File: src/utrbf_pkg.sv
// Shared types, codes and constants for the UART transmit ring buffer feeder.
package utrbf_pkg;

  localparam int BUF_DEPTH_DEF = 1024;
  localparam int BUF_LEN_RESET = 1024;

  localparam int FUNC_W  = 2;
  localparam int DATA_W  = 8;
  localparam int MLEN_W  = 10;
  localparam int IDX_W   = 10;
  localparam int CFG_W   = 11;
  localparam int STAT_W  = 2;

  localparam logic [DATA_W-1:0] MARKER_BYTE = 8'h0B;

  localparam logic [FUNC_W-1:0] FUNC_WRITE = 2'd0;
  localparam logic [FUNC_W-1:0] FUNC_POLL  = 2'd1;
  localparam logic [FUNC_W-1:0] FUNC_READ  = 2'd2;

  localparam logic [STAT_W-1:0] STAT_OK      = 2'd0;
  localparam logic [STAT_W-1:0] STAT_DROP    = 2'd1;
  localparam logic [STAT_W-1:0] STAT_REFUSED = 2'd2;

  typedef enum logic [1:0] {
    OP_WRITE,
    OP_POLL,
    OP_READ,
    OP_NOP
  } op_e;

  typedef struct packed {
    op_e               op;
    logic [DATA_W-1:0] data;
    logic              first;
    logic [MLEN_W-1:0] mlen;
    logic              dma_done;
    logic [IDX_W-1:0]  ridx;
  } cmd_t;

endpackage

File: src/utrbf_front.sv
// Front end: takes items, decodes the function code and queues commands.
module utrbf_front import utrbf_pkg::*; (
  input  logic              clk_i,
  input  logic              rst_ni,
  input  logic              start_i,
  input  logic [FUNC_W-1:0] func_i,
  input  logic [DATA_W-1:0] data_byte_i,
  input  logic              first_i,
  input  logic [MLEN_W-1:0] msg_len_i,
  input  logic              dma_done_i,
  input  logic [IDX_W-1:0]  read_index_i,
  output logic              busy_o,
  output logic              cmd_valid_o,
  output cmd_t              cmd_o,
  input  logic              cmd_pop_i
);

  cmd_t       fifo_q [2];
  logic       wr_ptr_q, wr_ptr_d;
  logic       rd_ptr_q, rd_ptr_d;
  logic [1:0] count_q, count_d;
  logic       push;
  logic       pop;
  cmd_t       cmd_in;
  op_e        op_dec;

  always_comb begin
    case (func_i)
      FUNC_WRITE: op_dec = OP_WRITE;
      FUNC_POLL:  op_dec = OP_POLL;
      FUNC_READ:  op_dec = OP_READ;
      default:    op_dec = OP_NOP;
    endcase
  end

  always_comb begin
    cmd_in.op       = op_dec;
    cmd_in.data     = data_byte_i;
    cmd_in.first    = first_i;
    cmd_in.mlen     = msg_len_i;
    cmd_in.dma_done = dma_done_i;
    cmd_in.ridx     = read_index_i;
  end

  assign busy_o      = (count_q == 2'd2);
  assign push        = start_i && !busy_o;
  assign cmd_valid_o = (count_q != 2'd0);
  assign pop         = cmd_pop_i && cmd_valid_o;
  assign cmd_o       = fifo_q[rd_ptr_q];

  always_comb begin
    wr_ptr_d = push ? !wr_ptr_q : wr_ptr_q;
    rd_ptr_d = pop ? !rd_ptr_q : rd_ptr_q;
    count_d  = count_q + 2'(push) - 2'(pop);
  end

  always_ff @(posedge clk_i or negedge rst_ni) begin
    if (!rst_ni) begin
      wr_ptr_q <= 1'b0;
      rd_ptr_q <= 1'b0;
      count_q  <= 2'd0;
    end else begin
      wr_ptr_q <= wr_ptr_d;
      rd_ptr_q <= rd_ptr_d;
      count_q  <= count_d;
    end
  end

  always_ff @(posedge clk_i) begin
    if (push) begin
      fifo_q[wr_ptr_q] <= cmd_in;
    end
  end

endmodule

File: config.mk
export PLATFORM = sky130hd
export DESIGN_NAME = utrbf_front
export DESIGN_NICKNAME = d
export VERILOG_FILES = /design/src/utrbf_pkg.sv /design/src/utrbf_front.sv
export SDC_FILE = /design/constraint.sdc
export NUM_CORES = 1
export LEC_CHECK = 0
export BUFFER_PORTS_ARGS = -buffer_cell sky130_fd_sc_hd__buf_2
export CAP_MARGIN = 5
export CORE_MARGIN = 2
export CORE_UTILIZATION = 47
export DETAILED_ROUTE_END_ITERATION = 10
export PLACE_DENSITY = 0.74
export SETUP_SLACK_MARGIN = 0.02
export SYNTH_ARGS = -nofsm -noshare
export SYNTH_HDL_FRONTEND = slang
export SYNTH_SLANG_ARGS = --single-unit
File: constraint.sdc
create_clock -name clk_i -period 2.7 [get_ports clk_i]
set_clock_uncertainty 0.15 [all_clocks]
set_input_delay 0.405 -clock clk_i [delete_from_list [all_inputs] [get_ports clk_i]]
set_output_delay 0.405 -clock clk_i [all_outputs]
set_load 0.005 [all_outputs]
# Yosys cells after proc, flatten, opt, wreduce, memory -nomap -nowiden
# Memories as Yosys holds them, arrays and structs flattened.
# Index checks and enable logic that the tools add are counted.
# W data, S select, Z words.
# word_totals
register_bits,4
mem_bits_rw,64
input_bits,36
out_inout_bits,34
word_cells,19
memories,1
# op_classes
addsub,2
eq_ne,3
muxes,3
n_reduce_logical,7
# mem_list
memory,words,word_bits,read_ports,rd_ports_with_merged_regs,wr,line,rtl
fifo_q,2,32,1,0,1,utrbf_front.sv:18,cmd_t fifo_q [2];
# ops
cell,n
$pmux W2 S3,1
$eq A2 B2 Y1 const B,2
$logic_not A1 Y1,3
$add A2 B1 Y2,1
$eq A2 B1 Y1 const B,1
$logic_and A1 B1 Y1,2
$logic_not A2 Y1,1
$mux W1,2
$reduce_bool A2 Y1,1
$sub A2 B1 Y2,1

# Logic depth before layout (Yosys ltp)
# Gate-level depths: netlist of run 1.
# depth
depth_word,5
mapped_depth,7
depth_no_buf,7

# Worst setup path after synthesis of run 1
# No wires, ideal clock.
# synth_timing
path_kind,register to register
from,reg count_q[1]
to,mem fifo_q[0][0] (netlist name) (enable)
setup_ns,0.421
arrival_time_ns,1.950
required_ns,2.129
path_slack_ns,0.179
stages_incl_launch_ff,4
n_path_buf,0
period_less_slack_ns,2.521
path_cell_list,dfrtp_1 -> nand2b_1 -> nand2_1 -> nor2_1
# synth_between
elab_chain_len,5
# synth_lines
element,line,rtl
from (decl),utrbf_front.sv:21,"logic [1:0] count_q, count_d;"
from (signal assigned),utrbf_front.sv:65,count_q <= count_d;
$eq A2 B2 Y1,utrbf_front.sv:45,assign busy_o = (count_q == 2'd2);
$logic_not A1 Y1,utrbf_front.sv:46,assign push = start_i && !busy_o;
$logic_and A1 B1 Y1,utrbf_front.sv:46,
$mux W1,utrbf_front.sv:70,if (push) begin
$mux W1 (not written as such),utrbf_front.sv:71,fifo_q[wr_ptr_q] <= cmd_in;
to (decl),utrbf_front.sv:18,
# Every way passes these cells.

==> flow_metrics.env, run 1 <==
export IMPL_hold_ws_ns=0.119
export IMPL_grt_pass1_wl_microns=6330
export IMPL_final_area_sq_um=3270
export IMPL_design_die_area_sq_um=6250
export IMPL_synth_commonest_cells="edfxtp_1 (64), mux2_4 (29), buf_6 (4), dfrtp_1 (4)"
export IMPL_p_leak_nw=1.34
export IMPL_tns_ns=0
export IMPL_antenna_found_initial=0
export IMPL_critPathArrivalTime_ns=1.86
export IMPL_port_buffers=69
export IMPL_dp_hpwl_microns=3020
export IMPL_synth_edf_count=64
export IMPL_antennaDiodeCount=0
export IMPL_maxSlewViolCount=0
export IMPL_critPathRequiredTime_ns=2.14
export IMPL_drt_iter0_markers=93
export IMPL_wl_per_cell_microns=15.0
export IMPL_clk_insertion_delay_late_ns=0.32
export IMPL_synth_area_sq_um=2650
export IMPL_clk_pin_slew_worst_paths_ns=0.07
export IMPL_cts_resized=0
export IMPL_async_reset_ff_share_pct=5.88
export IMPL_layout_min_cycle_time_ns=2.42
export IMPL_synth_avg_cell_area_sq_um=22.1
export IMPL_start_util_pct=48.4
export IMPL_critPathBufInv=2
export IMPL_critical_path_startpoint="rd_ptr_q$_DFFE_PN0P_"
export IMPL_slowest_delay_ns=0.74
export IMPL_wl_microns=4150
export IMPL_critical_path_class="flip-flop to primary output"
export IMPL_dr_pass1_iters=4
export IMPL_fill_cells=419
export IMPL_reg2reg_slack_ns=0.76
export IMPL_worstSetupEndpointType="primary output"
export IMPL_cts_max_level=3
export IMPL_ant_nets=0
export IMPL_maxCapViolations=0
export IMPL_reg2reg_from="count_q[1]$_DFF_PN0_"
export IMPL_track_usage_pct=14.0
export IMPL_syn_inst=120
export IMPL_std_cell_rows=27
export IMPL_yosys_area_top_type_share_pct=72.6
export IMPL_hold_viol_final=0
export IMPL_outcome="finished clean"
export IMPL_synth_nets=158
export IMPL_fmax_mhz=414
export IMPL_synth_seq_cells=68
export IMPL_reg2regPathDepth=4
export IMPL_crit_path_end="cmd_o[30]"
export IMPL_multi_input_area_sq_um=574
export IMPL_fin_crit_sh_pct=89.5
export IMPL_die_h_microns=79.1
export IMPL_cp_top_family="flip-flops"
export IMPL_rsz0062_at_grt="false"
export IMPL_area_growth_pct=23.4
export IMPL_cellPowerDensity_nw_per_um2=1030
export IMPL_crit_path_cell_trace="buf_4, mux2_4, buf_2"
export IMPL_regToRegEndpoint="fifo_q[0][9]$_DFFE_PP_"
export IMPL_viasPerCell=4.60
export IMPL_crit_slowest_cell="dfrtp_2"
export IMPL_fin_nets=238
export IMPL_start_kind="flip-flop"
export IMPL_cts_root_buf="clkbuf_8"
export IMPL_core_area_sq_um=5470
export IMPL_synthFlopType="edfxtp_1"
export IMPL_worst_slew_pin_slew_ns=0.576
export IMPL_place_area_sq_um=3080
export IMPL_cp_max_fo=20
export IMPL_cts_buffer_depth=2
export IMPL_holdCritPathClass="input port to flip-flop"
export IMPL_place_ws_ns=0.582
export IMPL_synth_warnings=0
export IMPL_vias=1273
export IMPL_ys_seq_area_share_pct=76.3
export IMPL_yosysTopAreaCell="edfxtp_1"
export IMPL_cts_buffers=9
export IMPL_synth_most_common_cell="edfxtp_1"
export IMPL_cts_sinks=68
export IMPL_gr_total_overflow=0
export IMPL_place_gp_congestion=0.647
export IMPL_setup_violations=0
export IMPL_drive_above_1_share_pct=59.5
export IMPL_slew_headroom_pct=61.6
export IMPL_ys_types=16
export IMPL_fin_ws_ns=0.283
export IMPL_grt_max_degree=21
export IMPL_ioPinCount=70
export IMPL_cts_tree="done"
export IMPL_register_area_sq_um=2020
export IMPL_fin_util_pct=59.7
export IMPL_die_w_microns=79.1
export IMPL_grt_pass1_vias=1370
export IMPL_synthTopCellsByArea="edfxtp_1 (73%), mux2_4 (16%), dfrtp_1 (3.8%)"
export IMPL_vdd_drop_max_uv=670
export IMPL_cp_depth=3
export IMPL_route_detailed_drc=0
state kept, by name, indices dropped and copies added, names as in the netlist:
name and cells:
count_q 2, fifo_q 64, rd_ptr_q 1, wr_ptr_q 1
cells by family (layout without fill, tap and decap cells):
family | after synthesis | in the layout | synth area share [%]
muxes | 32 | 32 | 17.7
and+or+nand+nor | 6 | 6 | 1.42
DFF | 68 | 68 | 76.3
adders and majority gates | 2 | 2 | 0.945
buffers and inverters | 8 | 93 | 2.27
xor gates and xnor gates | 4 | 4 | 1.32
per-layer routing:
layer | wire, microns | GRT usage (%) | share of wire (%)
met1 | 1620 | 15.2 | 39
met2 | 2280 | 23.5 | 55
met3 | 186 | 5.91 | 4.5
met4 | 70 | 6.90 | 1.7
met5 | 0 | 0 | 0
area by class of cell:
type | count | share of cell area [%]
Sequential cell | 68 | 61.9
Multi-Input combinational cell | 44 | 17.6
Timing Repair Buffer | 75 | 12.0
Clock buffer | 9 | 3.79
Tap cell | 72 | 2.76
Clock inverter | 7 | 1.76
Inverter | 2 | 0.230
worst reg2reg max path: stages (launching register included):
cell and delay, ns:
dfrtp_1 0.41, nand2b_1 0.13, nand2_1 0.15, nor2_4 0.43, buf_4 0.35
timing repair:
action | CTS | global route
setup buffers | 0 | 0
endpoints found under the hold margin | 4 | 0
hold buffers | 1 | 0
stage by stage:
| step | cells | power (mW) |
|---|---|---|
| floorplan | 120 | 2.31 |
| detailed placement | 260 | 2.67 |
| global placement | 260 | 2.63 |
| CTS | 277 | 3.43 |
| finish | 277 | 3.38 |
| global route | 277 | 3.56 |
power by group:
part | total (mW) | internal [mW] | switching, mW | leakage (nW)
Clock | 0.749 | 0.412 | 0.338 | 0.0892
Sequential | 1.60 | 1.45 | 0.147 | 0.640
Combinational | 1.03 | 0.614 | 0.421 | 0.611
Total | 3.38 | 2.47 | 0.906 | 1.34
cells in the final DEF, fill, tap and decap left out:
cell / n
xor2_1: 1
dfrtp_1: 3
bufinv_16: 1
nand2_1: 1
nand2b_1: 1
and2_4: 1
buf_2: 69
nor2_4: 1
edfxtp_1: 64
dlygate4sd3_1: 1
clkinvlp_4: 1
clkbuf_8: 9
dfrtp_2: 1
ha_1: 2
mux2_4: 29
clkinv_1: 4
buf_4: 5
xnor2_1: 3
inv_1: 2
clkinv_2: 1
or2_4: 1
and3_1: 1
mux2_2: 3
worst min-delay path by stage:
| stage | startpoint | endpoint | cells past startpoint |
|---|---|---|---|
| after floorplan | rst_ni | count_q[0]$_DFF_PN0_ | 0 |
| final | data_byte_i[7] | fifo_q[0][29]$_DFFE_PP_ | 1 |
| after global routing | msg_len_i[4] | fifo_q[1][15]$_DFFE_PP_ | 1 |
| after CTS | read_index_i[2] | fifo_q[0][2]$_DFFE_PP_ | 1 |
| after global placement | rst_ni | count_q[0]$_DFF_PN0_ | 1 |
| after detailed placement | rst_ni | count_q[1]$_DFF_PN0_ | 1 |
Power figures use the tool's default switching activity.
==> run 2, diff against run 1 <==
- CORE_UTILIZATION: 47 -> 40
- PLACE_DENSITY: 0.74 -> 0.65
==> run 2 against run 1 <==
- critical path depth is the same
- sequential power shrank 3%
- cell area is essentially flat
- clock power shrank 1%
- via count grew 1.6%
- sequential share of layout area is essentially flat
- fmax grew 8.9%
- register-to-register slack gained 0.09 ns
- flip-flop and latch count is the same
- critical endpoint is now cmd_o[31]
- highest routed layer unchanged
==> flow_metrics.env, run 2 (same netlist as run 1, synthesis figures left out) <==
export IMPL_outcome="finished clean"
export IMPL_std_cell_rows=29
export IMPL_antenna_found_initial=0
export IMPL_largest_reg_flops=64
export IMPL_critical_path_class="flip-flop to primary output"
export IMPL_route_detailed_drc=0
export IMPL_regMostFlops="fifo_q"
export IMPL_cp_max_fo=12
export IMPL_port_buffers=69
export IMPL_cts_root_buf="clkbuf_8"
export IMPL_dr_pass1_iters=4
export IMPL_reg_top3="fifo_q x64, count_q x2"
export IMPL_grt_busiest_layer="met2"
export IMPL_regToRegEndpoint="fifo_q[1][23]$_DFFE_PP_"
export IMPL_area_growth_pct=23.5
export IMPL_wl_per_cell_microns=14.5
export IMPL_critPathRequiredTime_ns=2.14
export IMPL_start_kind="flip-flop"
export IMPL_maxCapViolations=0
export IMPL_multi_input_area_sq_um=574
export IMPL_p_leak_nw=1.34
export IMPL_holdCritPathClass="input port to flip-flop"
export IMPL_dp_hpwl_microns=2850
export IMPL_critPathArrivalTime_ns=1.67
export IMPL_reg2regPathDepth=3
export IMPL_clk_pin_slew_worst_paths_ns=0.07
export IMPL_register_area_sq_um=2020
export IMPL_fill_cells=549
export IMPL_die_w_microns=85.4
export IMPL_worstSetupEndpointType="primary output"
export IMPL_maxSlewViolCount=0
export IMPL_core_area_sq_um=6390
export IMPL_start_util_pct=41.5
export IMPL_vdd_drop_max_uv=547
export IMPL_worst_slew_pin_slew_ns=0.573
export IMPL_rsz0062_at_grt="false"
export IMPL_viasPerCell=4.60
export IMPL_cts_sinks=68
export IMPL_clk_insertion_delay_late_ns=0.32
export IMPL_hold_viol_final=0
export IMPL_slew_headroom_pct=61.8
export IMPL_ant_nets=0
export IMPL_layout_min_cycle_time_ns=2.22
export IMPL_setup_violations=0
export IMPL_slowest_delay_ns=0.56
export IMPL_ioPinCount=70
export IMPL_cts_max_level=3
export IMPL_tns_ns=0
export IMPL_design_die_area_sq_um=7290
export IMPL_hold_path_end="fifo_q[0][25]$_DFFE_PP_"
export IMPL_die_h_microns=85.4
export IMPL_cts_resized=0
export IMPL_cellPowerDensity_nw_per_um2=1030
export IMPL_reg2reg_slack_ns=0.85
export IMPL_crit_slowest_cell="dfrtp_2"
export IMPL_antennaDiodeCount=0
export IMPL_post_cts_setup_buffer_count=0
export IMPL_use_met2_pct=17.6
export IMPL_whs_path_depth=1
export IMPL_fin_crit_sh_pct=82.2
export IMPL_drive_above_1_share_pct=59.8
export IMPL_grt_max_degree=15
export IMPL_reg2reg_from="count_q[1]$_DFF_PN0_"
export IMPL_vias=1294
export IMPL_wl_microns=4070
export IMPL_final_cell_mix="buf_2 (69), edfxtp_1 (64), mux2_4 (29), clkbuf_8 (9), buf_4 (6)"
export IMPL_fmax_mhz=450
export IMPL_met3_usage_pct=4.67
export IMPL_min_from="data_byte_i[3]"
export IMPL_place_area_sq_um=3090
export IMPL_grt_pass1_vias=1303
export IMPL_drt_iter0_markers=75
export IMPL_fin_nets=239
export IMPL_final_area_sq_um=3270
export IMPL_place_gp_congestion=0.674
export IMPL_track_usage_pct=11.8
export IMPL_cts_buffers=9
export IMPL_cts_buffer_depth=2
export IMPL_cts_tree="done"
export IMPL_final_common_cell="buf_2"
export IMPL_gr_total_overflow=0
export IMPL_grt_pass1_wl_microns=6330
export IMPL_crit_path_cell_trace="buf_4, mux2_2, buf_2"
export IMPL_met1_usage_pct=15.4
==> run 2: worst max-delay path by stage <==
stage          cells after the start                  from                      end  slack, ns
2_1_floorplan                      3  count_q[1]$_DFF_PN0_   fifo_q[0][0]$_DFFE_PP_       0.18
3_3_place_gp                       3  count_q[1]$_DFF_PN0_  fifo_q[1][24]$_DFFE_PP_       0.80
3_5_place_dp                       3  rd_ptr_q$_DFFE_PN0P_                cmd_o[31]       0.80
4_1_cts                            3  rd_ptr_q$_DFFE_PN0P_                cmd_o[31]       0.42
5_1_grt                            3  rd_ptr_q$_DFFE_PN0P_                 cmd_o[0]       0.36
6_report                           3  rd_ptr_q$_DFFE_PN0P_                cmd_o[31]       0.48
==> run 2: layout make-up <==
cell class                 instances  area share (%)
clock buffer                      10            3.90
clock inverter                     4            1.30
inverter                           2           0.229
multi-input combinational         44            17.6
sequential                        68            61.8
tap                               77            2.94
timing repair buffer              76            12.2
==> run 2: power by group <==
group | internal, mW | switching, mW | leakage, nW
clock | 0.409 | 0.329 | 0.0871
combinational | 0.619 | 0.453 | 0.616
sequential | 1.45 | 0.109 | 0.640
total | 2.48 | 0.891 | 1.34
==> run 2: per-stage QoR <==
step / setup WS (ns) / instances / util, % / hold WS (ns) / total power [mW]
6_report: 0.479 / 281 / 51.2 / 0.117 / 3.37
5_1_grt: 0.357 / 281 / 51.2 / 0.0930 / 3.57
2_1_floorplan: 0.179 / 120 / - / -0.0406 / 2.31
3_3_place_gp: 0.801 / 266 / 48.4 / 0.0695 / 2.67
3_5_place_dp: 0.796 / 266 / 48.4 / 0.0699 / 2.68
4_1_cts: 0.424 / 281 / 51.2 / 0.0984 / 3.43
==> run 2: repair_timing <==
action | 4_1_cts | 5_1_grt
hold buffers | 1 | 0
endpoints found under the hold margin | 4 | 0
endpoints found under the setup margin | 0 | 0
==> run 2: layer usage <==
layer	routed length [microns]	up-vias	part of all wire (%)
li1	-	618	-
met1	1820	614	45
met2	1890	56	46
met3	328	6	8.1
met4	32	0	0.79
met5	0	-	0
==> run 2: worst max-delay path, delay by kind of cell (launching register included) <==
family / cells / cell delay [ns]
DFF: 1 / 0.56
buffers and inverters: 2 / 0.44
muxes: 1 / 0.36
