[config.mk]
export PLATFORM = sky130hd
export DESIGN_NAME = utrbf_back
export DESIGN_NICKNAME = d
export VERILOG_FILES = /design/src/utrbf_pkg.sv /design/src/utrbf_back.sv
export SDC_FILE = /design/constraint.sdc
export NUM_CORES = 1
export LEC_CHECK = 0
export ABC_AREA = 1
export BUFFER_PORTS_ARGS = -buffer_cell sky130_fd_sc_hd__buf_2
export CORE_MARGIN = 10
export CORE_UTILIZATION = 45
export CTS_CLUSTER_SIZE = 10
export DETAILED_ROUTE_END_ITERATION = 10
export HOLD_SLACK_MARGIN = 0.08
export PLACE_DENSITY = 0.74
export SLEW_MARGIN = 20
export SYNTH_ARGS = -nofsm -noshare
export SYNTH_HDL_FRONTEND = slang
export SYNTH_SLANG_ARGS = --single-unit
export TNS_END_PERCENT = 100
[constraint.sdc]
create_clock -name clk_i -period 4.6 [get_ports clk_i]
set_input_delay 0 -clock clk_i [delete_from_list [all_inputs] [get_ports clk_i]]
set_output_delay 0 -clock clk_i [all_outputs]
set_load 0.02 [all_outputs]
[src/utrbf_pkg.sv]
// Shared types, codes and constants for the UART transmit ring buffer feeder.
package utrbf_pkg;

  localparam int BUF_DEPTH_DEF = 1024;
  localparam int BUF_LEN_RESET = 1024;

  localparam int FUNC_W  = 2;
  localparam int DATA_W  = 8;
  localparam int MLEN_W  = 10;
  localparam int IDX_W   = 10;
  localparam int CFG_W   = 11;
  localparam int STAT_W  = 2;

  localparam logic [DATA_W-1:0] MARKER_BYTE = 8'h0B;

  localparam logic [FUNC_W-1:0] FUNC_WRITE = 2'd0;
  localparam logic [FUNC_W-1:0] FUNC_POLL  = 2'd1;
  localparam logic [FUNC_W-1:0] FUNC_READ  = 2'd2;

  localparam logic [STAT_W-1:0] STAT_OK      = 2'd0;
  localparam logic [STAT_W-1:0] STAT_DROP    = 2'd1;
  localparam logic [STAT_W-1:0] STAT_REFUSED = 2'd2;

  typedef enum logic [1:0] {
    OP_WRITE,
    OP_POLL,
    OP_READ,
    OP_NOP
  } op_e;

  typedef struct packed {
    op_e               op;
    logic [DATA_W-1:0] data;
    logic              first;
    logic [MLEN_W-1:0] mlen;
    logic              dma_done;
    logic [IDX_W-1:0]  ridx;
  } cmd_t;

endpackage

[src/utrbf_back.sv]
// Back end: ring pointers, message state, DMA chunking and result registers.
module utrbf_back import utrbf_pkg::*; #(
  parameter int BUF_DEPTH = BUF_DEPTH_DEF
) (
  input  logic                         clk_i,
  input  logic                         rst_ni,
  input  logic                         cfg_we_i,
  input  logic [CFG_W-1:0]             cfg_wdata_i,
  input  logic                         cmd_valid_i,
  input  cmd_t                         cmd_i,
  output logic                         cmd_pop_o,
  output logic                         ram_we_o,
  output logic [$clog2(BUF_DEPTH)-1:0] ram_addr_o,
  output logic [DATA_W-1:0]            ram_wdata_o,
  input  logic [DATA_W-1:0]            ram_rdata_i,
  output logic                         done_o,
  output logic [STAT_W-1:0]            status_o,
  output logic                         dma_start_o,
  output logic [IDX_W-1:0]             dma_index_o,
  output logic [IDX_W-1:0]             dma_length_o,
  output logic [DATA_W-1:0]            read_data_o,
  output logic                         overflow_pending_o
);

  localparam int AW        = $clog2(BUF_DEPTH);
  localparam int CFG_MAX   = (1 << CFG_W) - 1;
  localparam int RING_MAX  = (BUF_DEPTH < CFG_MAX) ? BUF_DEPTH : CFG_MAX;
  localparam int PW        = $clog2(RING_MAX);
  localparam int LW        = $clog2(RING_MAX + 1);
  localparam int LW1       = LW + 1;
  localparam int RESET_LEN = (BUF_LEN_RESET > RING_MAX) ? RING_MAX : BUF_LEN_RESET;

  typedef enum logic [2:0] {
    ST_IDLE,
    ST_RETIRE,
    ST_FREE,
    ST_EXEC,
    ST_ISSUE,
    ST_READ,
    ST_RDOUT
  } state_e;

  state_e            state_q, state_d;
  cmd_t              cmd_q, cmd_d;
  logic [LW-1:0]     ring_len_q, ring_len_d;
  logic [PW-1:0]     wp_q, wp_d;
  logic [PW-1:0]     ss_q, ss_d;
  logic [PW-1:0]     se_q, se_d;
  logic [PW-1:0]     free_q, free_d;
  logic              ovf_q, ovf_d;
  logic              open_q, open_d;
  logic              acc_q, acc_d;
  logic [MLEN_W-1:0] left_q, left_d;
  logic              done_q, done_d;
  logic [STAT_W-1:0] status_q, status_d;
  logic              dstart_q, dstart_d;
  logic [IDX_W-1:0]  didx_q, didx_d;
  logic [IDX_W-1:0]  dlen_q, dlen_d;
  logic [DATA_W-1:0] rdata_q, rdata_d;
  logic              ovfo_q, ovfo_d;

  logic [LW-1:0]     wp_plus;
  logic [PW-1:0]     wp_inc;
  logic [LW1-1:0]    fs_sum;
  logic [LW1-1:0]    fs_red;
  logic              fits;
  logic              rd_in_range;
  logic [LW-1:0]     cfg_len;

  // next write position with wrap at the ring length
  assign wp_plus = LW'(wp_q) + LW'(1);
  assign wp_inc  = (wp_plus == ring_len_q) ? '0 : PW'(wp_plus);

  // free space = (ss - wp - 1) mod n, sum stays below 2n
  assign fs_sum = LW1'(ss_q) + LW1'(ring_len_q) - LW1'(wp_q) - LW1'(1);
  assign fs_red = (fs_sum >= LW1'(ring_len_q)) ? (fs_sum - LW1'(ring_len_q)) : fs_sum;

  assign fits        = !ovf_q && (32'(cmd_q.mlen) <= 32'(free_q));
  assign rd_in_range = (32'(cmd_i.ridx) < BUF_DEPTH);

  always_comb begin
    if (cfg_wdata_i < CFG_W'(2)) begin
      cfg_len = LW'(2);
    end else if (32'(cfg_wdata_i) > RING_MAX) begin
      cfg_len = LW'(RING_MAX);
    end else begin
      cfg_len = LW'(cfg_wdata_i);
    end
  end

  always_comb begin
    state_d    = state_q;
    cmd_d      = cmd_q;
    ring_len_d = ring_len_q;
    wp_d       = wp_q;
    ss_d       = ss_q;
    se_d       = se_q;
    free_d     = free_q;
    ovf_d      = ovf_q;
    open_d     = open_q;
    acc_d      = acc_q;
    left_d     = left_q;
    done_d     = 1'b0;
    status_d   = STAT_OK;
    dstart_d   = 1'b0;
    didx_d     = '0;
    dlen_d     = '0;
    rdata_d    = '0;
    ovfo_d     = ovf_q;
    cmd_pop_o  = 1'b0;
    ram_we_o   = 1'b0;
    ram_wdata_o = cmd_q.data;
    ram_addr_o = (state_q == ST_READ) ? AW'(cmd_q.ridx) : AW'(wp_q);

    case (state_q)
      ST_IDLE: begin
        if (cmd_valid_i) begin
          cmd_pop_o = 1'b1;
          cmd_d     = cmd_i;
          case (cmd_i.op)
            OP_WRITE: state_d = ST_FREE;
            OP_POLL: begin
              if (open_q) begin
                done_d   = 1'b1;
                status_d = STAT_REFUSED;
              end else begin
                state_d = ST_RETIRE;
              end
            end
            OP_READ: begin
              if (rd_in_range) begin
                state_d = ST_READ;
              end else begin
                done_d = 1'b1;
              end
            end
            default: done_d = 1'b1;
          endcase
        end
      end
      ST_RETIRE: begin
        if ((se_q != ss_q) && cmd_q.dma_done) begin
          ss_d = se_q;
        end
        state_d = ST_FREE;
      end
      ST_FREE: begin
        free_d  = PW'(fs_red);
        state_d = ST_EXEC;
      end
      ST_EXEC: begin
        if (cmd_q.op == OP_WRITE) begin
          if (cmd_q.first) begin
            open_d = 1'b0;
            acc_d  = 1'b0;
            left_d = '0;
            if (cmd_q.mlen == '0) begin
              status_d = STAT_DROP;
            end else begin
              if (!ovf_q && !fits) begin
                ovf_d = 1'b1;
              end
              acc_d  = fits;
              left_d = cmd_q.mlen - MLEN_W'(1);
              open_d = (cmd_q.mlen != MLEN_W'(1));
              if (fits) begin
                ram_we_o = 1'b1;
                wp_d     = wp_inc;
              end else begin
                status_d = STAT_DROP;
              end
            end
          end else if (open_q) begin
            if (acc_q) begin
              ram_we_o = 1'b1;
              wp_d     = wp_inc;
            end else begin
              status_d = STAT_DROP;
            end
            left_d = left_q - MLEN_W'(1);
            if (left_q == MLEN_W'(1)) begin
              open_d = 1'b0;
              acc_d  = 1'b0;
            end
          end else begin
            status_d = STAT_DROP;
          end
          ovfo_d  = ovf_d;
          done_d  = 1'b1;
          state_d = ST_IDLE;
        end else begin
          // poll: queue the overflow marker if a slot is free
          if (ovf_q && (free_q != '0)) begin
            ram_we_o    = 1'b1;
            ram_wdata_o = MARKER_BYTE;
            wp_d        = wp_inc;
            ovf_d       = 1'b0;
          end
          state_d = ST_ISSUE;
        end
      end
      ST_ISSUE: begin
        if (se_q == ss_q) begin
          if (ss_q < wp_q) begin
            dstart_d = 1'b1;
            didx_d   = IDX_W'(ss_q);
            dlen_d   = IDX_W'(wp_q - ss_q);
            se_d     = wp_q;
          end else if (ss_q > wp_q) begin
            dstart_d = 1'b1;
            didx_d   = IDX_W'(ss_q);
            dlen_d   = IDX_W'(ring_len_q - LW'(ss_q));
            se_d     = '0;
          end
        end
        done_d  = 1'b1;
        state_d = ST_IDLE;
      end
      ST_READ: state_d = ST_RDOUT;
      ST_RDOUT: begin
        rdata_d = ram_rdata_i;
        done_d  = 1'b1;
        state_d = ST_IDLE;
      end
      default: state_d = ST_IDLE;
    endcase

    if (cfg_we_i) begin
      ring_len_d = cfg_len;
      wp_d       = '0;
      ss_d       = '0;
      se_d       = '0;
      ovf_d      = 1'b0;
      open_d     = 1'b0;
      acc_d      = 1'b0;
      left_d     = '0;
    end
  end

  always_ff @(posedge clk_i or negedge rst_ni) begin
    if (!rst_ni) begin
      state_q    <= ST_IDLE;
      cmd_q      <= '0;
      ring_len_q <= LW'(RESET_LEN);
      wp_q       <= '0;
      ss_q       <= '0;
      se_q       <= '0;
      free_q     <= '0;
      ovf_q      <= 1'b0;
      open_q     <= 1'b0;
      acc_q      <= 1'b0;
      left_q     <= '0;
      done_q     <= 1'b0;
      status_q   <= STAT_OK;
      dstart_q   <= 1'b0;
      didx_q     <= '0;
      dlen_q     <= '0;
      rdata_q    <= '0;
      ovfo_q     <= 1'b0;
    end else begin
      state_q    <= state_d;
      cmd_q      <= cmd_d;
      ring_len_q <= ring_len_d;
      wp_q       <= wp_d;
      ss_q       <= ss_d;
      se_q       <= se_d;
      free_q     <= free_d;
      ovf_q      <= ovf_d;
      open_q     <= open_d;
      acc_q      <= acc_d;
      left_q     <= left_d;
      done_q     <= done_d;
      status_q   <= status_d;
      dstart_q   <= dstart_d;
      didx_q     <= didx_d;
      dlen_q     <= dlen_d;
      rdata_q    <= rdata_d;
      ovfo_q     <= ovfo_d;
    end
  end

  assign done_o             = done_q;
  assign status_o           = status_q;
  assign dma_start_o        = dstart_q;
  assign dma_index_o        = didx_q;
  assign dma_length_o       = dlen_q;
  assign read_data_o        = rdata_q;
  assign overflow_pending_o = ovfo_q;

`ifndef SYNTHESIS
  a_wp_in_ring: assert property (@(posedge clk_i) disable iff (!rst_ni)
    32'(wp_q) < 32'(ring_len_q)) else $error("write pointer beyond ring length");

  a_ss_in_ring: assert property (@(posedge clk_i) disable iff (!rst_ni)
    32'(ss_q) < 32'(ring_len_q)) else $error("send start beyond ring length");

  a_open_left: assert property (@(posedge clk_i) disable iff (!rst_ni)
    open_q |-> (left_q != '0)) else $error("message open with no bytes left");

  a_done_src: assert property (@(posedge clk_i) disable iff (!rst_ni)
    done_q |-> $past(state_q == ST_IDLE || state_q == ST_EXEC ||
                     state_q == ST_ISSUE || state_q == ST_RDOUT))
    else $error("result strobe from a non-emitting state");

  a_start_done: assert property (@(posedge clk_i) disable iff (!rst_ni)
    dstart_q |-> (done_q && (status_q == STAT_OK)))
    else $error("DMA start without an ok result");
`endif

endmodule

* Word level (Yosys, flattened, before mapping) *
Index checks and enable logic that the tools add are counted.

word-level totals
  register bits after elaboration = 132
  input bits = 55
  output and inout port bits = 53
  logic and storage cells = 187

operators by class
  add/subtract/negate cells = 9
  magnitude comparators = 6
  eq/ne operators = 20
  multiplexer cells = 97
  reductions and logical operators = 32

operators with widths
  cell                                                          count
  two-way mux 10 bit                                            34
  two-way mux 1 bit                                             43
  two-way mux 8 bit                                             4
  subtractor 10 bit                                             3
  two-way mux 11 bit                                            2
  subtractor 10 x 1 -> 10 bit (second input constant)           2
  != test 4 bit (second input constant)                         4
  one-hot mux 3 bit (5 select lines)                            1
  adder 10 x 11 -> 12 bit                                       1
  greater-or-equal comparator 12 x 11 -> 1 bit                  1
  two-way mux 2 bit                                             6
  nonzero test 2 bit                                            6
  nonzero test 3 bit                                            4
  subtractor 12 x 1 -> 12 bit (second input constant)           1
  subtractor 12 x 10 -> 12 bit                                  1
  adder 10 x 1 -> 11 bit (second input constant)                1
  == test 11 bit                                                1
  greater-than comparator 11 bit (second input constant)        1
  less-than comparator 11 x 2 -> 1 bit (second input constant)  1
  == test 10 x 1 -> 1 bit (second input constant)               1
  == test 10 bit                                                1
  greater-than comparator 10 bit                                1
  less-or-equal comparator 10 bit                               1
  zero test 10 bit                                              1
  other kinds (26)                                              42

* Logic depth before layout (Yosys ltp) *
  word-level depth = 10
  depth in mapped cells = 24
  depth with buffers taken out = 24

* Worst setup path before layout *
OpenSTA, ideal clock, no wires.

  path type = register -> register
  from = reg ring_len_q[1]
  to = reg free_q[0]
  setup time = 0.119 ns
  arrival time = 3.376 ns
  data required time = 4.481 ns
  slack = 1.105 ns
  cell stages (with the launch flop) = 22
  path buffers = 1
  clock period less this slack = 3.495 ns
  path through = dfrtp_1 -> inv_1 -> fa_1 -> inv_1 -> ha_1 -> inv_1 -> fa_1 -> o21bai_1 -> xor2_1 -> inv_1 -> ha_1 -> nand2_1 -> nand2_1 -> a21oi_1 -> nand3_1 -> nand2_1 -> nand2_1 -> nand2_1 -> buf_2 -> nand4_1 -> nand3_1 -> nand2_1

on the way
  longest elaborated chain between the ends = 5

ends and longest elaborated chain
  item                                              line               RTL
  start, declared                                   utrbf_back.sv:45   logic [LW-1:0] ring_len_q, ring_len_d;
  start signal, assigned                            utrbf_back.sv:244  ring_len_q <= LW'(RESET_LEN);
  start signal, assigned                            utrbf_back.sv:263  ring_len_q <= ring_len_d;
  adder 10 x 11 -> 12 bit                           utrbf_back.sv:75   assign fs_sum = LW1'(ss_q) + LW1'(ring_len_q) - LW1'(wp_q) - LW1'(1);
  subtractor 12 x 10 -> 12 bit                      utrbf_back.sv:75
  subtractor 12 x 1 -> 12 bit                       utrbf_back.sv:75
  greater-or-equal comparator 12 x 11 -> 1 bit (*)  utrbf_back.sv:76   assign fs_red = (fs_sum >= LW1'(ring_len_q)) ? (fs_sum - LW1'(ring_len_q)) : fs_sum;
  two-way mux 10 bit (*)                            utrbf_back.sv:76
  end signal, assigned                              utrbf_back.sv:267  free_q <= free_d;
  end, declared                                     utrbf_back.sv:49   logic [PW-1:0] free_q, free_d;

Mark *: on every way between the ends. The rest lies on a longest branch, timed or not.
A chain may end at the register's enable or synchronous reset.

* Final worst setup path *
  from = reg ring_len_q[1]
  to = reg free_q[5]

on the way
  longest elaborated chain between the ends = 5
  elaborated cells between the ends (all ways) = 6
  those cells by class = add/sub (4); order compare (1); mux (1)

ends and longest elaborated chain
  item                                                                                      line
  adder 10 x 11 -> 12 bit                                                                   utrbf_back.sv:75
  subtractor 12 x 10 -> 12 bit                                                              utrbf_back.sv:75
  subtractor 12 x 1 -> 12 bit                                                               utrbf_back.sv:75
  subtractor 10 bit / greater-or-equal comparator 12 x 11 -> 1 bit (equally long branches)  utrbf_back.sv:76
  two-way mux 10 bit (*)                                                                    utrbf_back.sv:76

Marked as above.

==> metrics.md <==
| Metric | Value |
|---|---|
| Outcome | completed |
| Area share of the largest cell type after synthesis | 0.363 |
| Syn_area_per_cell | 7.33 um^2 |
| Remaining DRCs | 0 |
| Met2 wire len | 12,400 um |
| Sw Pwr | 2.46 mW |
| Yosys cell types | 42 |
| Pwr dens | 522 nW/um^2 |
| Resize count post-CTS | 0 |
| Setup bufs post-CTS | 0 |
| Crit path kind | reg2reg |
| Initial Utilization | 0.460 |
| I/O pin count | 108 |
| Post-route antenna net violation count | 0 |
| Metal1 wirelength | 11,700 um |
| Die width | 162 um |
| Worst min path class | in2reg |
| Fin crit share | 0.882 |
| RSZ-0062 raised after global routing | false |
| N_diodes | 0 |
| Combinational fraction of design power | 0.455 |
| Row Count | 51 |
| Share of layout cells above drive strength 1 | 0.123 |
| CTS Buffer Depth | 2 |
| CTS Buf Count | 17 |
| Clock skew | 6.59 ps |
| PortBufs | 107 |
| Clock network power share | 0.259 |
| DP Wirelength | 19,700 um |
| Gr ovfl total | 0 |
| Vias in the first global route | 8,643 |
| Cell area after synthesis | about 9000 um^2 |
| Critical path peak fanout | 10 |
| Min cycle time layout | 4060 ps |
| Die ar. | 26,100 um^2 |
| Synth top area cells | dfrtp_1 36%, nand2_1 14%, ha_1 8.2%, inv_1 7.7%, nor2_1 4.7% |
| GRT Overall Usage | 0.208 |
| Final net count | 1,524 |
| Area delta synth->final | 22.5% |
| Internal | 3.30 mW |
| Max_slew headroom | 0.299 |
| Final Slew Violations | 0 |
| Seq pwr share | 0.286 |
| Max Cap Viol | 0 |
| Final Setup Violations | 0 |
| Worst Setup Start Kind | flop |
| Uppermost layer routed | met4 |
| Leakage Power | 6.02 nW |
| Post-synthesis net count | 1,358 |
| Synth Instances | between 1,000 and 1,500 |
| Met3 layer wire length in the routed design | 2160 um |
| Initial antenna violation count | 0 |
| Routed WL | 27,000 um |
| CP Data Required Time | 4960 ps |
| Avg WL per Cell | 16.1 um |
| Yosys top cell by area | dfrtp_1 |
| DR vias/cell | between 5 and 6 |
| Min Hold Slack | 104 ps |
| Initial DRC Count | 792 |
| Pin count of the biggest net entering global routing | between 80 and 90 |
| CTS tree | yes |
| Number of synthesis warnings | 0 |
| CP Data Arrival Time | 4420 ps |
| Die height | 162 um |
| Peak VDD IR | approximately 0.00023 V |
| Sw frac | 0.427 |
| GP Congestion | 0.969 |
| CTS Sinks | 132 |
| Measured slew at the worst slew-check pin | 1050 ps |
| Via Count | about 9,000 |
| Sequential area share after synthesis | 0.366 |
| Setup_tns | 0 ps |
| Root Buffer | clkbuf_16 |
| First-pass DRT Iterations | 5 |
| Peak Freq | 0.247 GHz |
| Final Hold Vio Count | 0 |
| H-tree depth | 4 |
| First-pass GRT wire length | 44,500 um |
| Core area | 19,600 um^2 |
| Clock-pin slew on the worst setup and hold paths | ~60 ps |
| Setup crit end kind | flop |
| Synthesized flop and latch total | 132 |
| Worst skew pair latency | between 400 and 500 ps |
## Yosys cell counts (all sizes together)
cell and instances:
nand3 77, a21o 1, o211ai 1, nor3 17, nor2 123, o22ai 10
o311ai 1, buf 16, dfstp 1, ha 59, xor2 33, inv 187
xnor2 15, nand4 36, a31oi 5, fa 14, a22oi 5, nand2 350
and2 2, a21oi 51, o21ai 61, o21bai 8, o31ai 1, clkbuf 8
dfrtp 131, clkinv 3, a21boi 1, nand3b 4, or2 7, mux2 2
## power groups by stage
stage               logic, mW  clock network [mW]  registers (mW)
detailed placement       2.52                   0            1.66
CTS                      2.59                1.51            1.64
floorplan                1.92                   0            1.60
global placement         2.48                   0            1.65
global route             3.00                1.56            1.68
finish                   2.63                1.49            1.65
## cell usage in the layout (no fill, tap or decap), types with 3 or more instances in the layout
master and count:
nand2_1 347, inv_1 184, dfrtp_1 131, nor2_1 114
buf_2 106, nand3_1 76, o21ai_0 60, ha_1 59
dlygate4sd3_1 56, a21oi_1 51, nand4_1 36, xor2_1 33
clkbuf_16 17, xnor2_1 15, nor3_1 15, fa_1 14
o22ai_1 10, o21bai_1 8, buf_4 8, nor2_2 6
or2_2 6, a31oi_1 5, a22oi_1 5, nand3b_1 4
bufinv_16 4, clkbuf_8 4, inv_2 3, clkinv_1 3
## final cells by class
type / count / area (um^2)
clock inverters: 11 / 171
fillers: 1743 / 8540
multi-input cells: 884 / 4880
inverters: 190 / 713
clock buffers: 21 / 480
flip-flops and latches: 132 / 3300
repair buffers: 171 / 1160
well taps: 265 / 332
## layer usage
metal,vias to the layer above,track usage
met5,-,0
met4,0,0.0811
met1,4159,0.272
li1,4252,-
met3,55,0.0374
met2,395,0.335
## cells by family (layout without fill, tap and decap cells)
| kind of cell | count (synthesis) | count (layout) | share of synthesized area |
|---|---|---|---|
| simple gates | 616 | 616 | 0.292 |
| buf+inv | 214 | 393 | 0.0921 |
| compound gates | 145 | 145 | 0.0877 |
| flops | 132 | 132 | 0.366 |
| fa+ha+maj | 73 | 73 | 0.113 |
| xor+xnor | 48 | 48 | 0.0466 |
| mux | 2 | 2 | 0.00250 |
## metrics by stage
step	setup WS, ps	area [um^2]	cells	total power [mW]	util
2_1_floorplan	1110	9020	1230	3.53	-
3_3_place_gp	719	9830	1586	4.13	0.502
3_5_place_dp	615	9830	1586	4.18	0.502
4_1_cts	588	11000	1674	5.74	0.564
5_1_grt	213	11000	1674	6.23	0.564
6_report	544	11000	1674	5.77	0.564
## flip-flops by register name, summed over array words and instances, names as in the netlist
signal,cells
dma_index_o,10
acc_q,1
dma_start_o,1
dma_length_o,10
ss_q,10
done_o,1
wp_q,10
open_q,1
read_data_o,8
overflow_pending_o,1
cmd_q,32
ovf_q,1
se_q,10
free_q,10
left_q,10
state_q,3
status_o,2
ring_len_q,11
## timing repair
item                                    CTS  global route
endpoints found under the hold margin   138             0
hold buffers                             56             0
endpoints found under the setup margin    0             0
## critical path, cell delays in order, from the launching register on
cell and delay, ps:
dfrtp_1 450, inv_1 160, fa_1 500, inv_1 70
ha_1 190, inv_1 60, fa_1 450, o21bai_1 270
xor2_1 230, inv_1 70, ha_1 340, nand2_1 90
nand2_1 70, a21oi_1 170, nand3_1 100, nand2_1 60
nand2_1 40, nand2_1 70, nand3_1 280, nand2_1 170
nand3_1 80, nand2_1 60
## path summary, 6_finish.rpt
path,startpoint,to,slack [ps],cells after the start
max,ring_len_q[1],free_q[5],540,21
min,cfg_we_i,ring_len_q[3],100,2
max reg2reg,ring_len_q[1],free_q[5],540,21
min reg2reg,cmd_q[7],cmd_q[7],480,2
max in group asynchronous,rst_ni,left_q[1],3260,3
min in group asynchronous,rst_ni,dma_length_o[8],190,2
(Power assumes the default switching activity.)
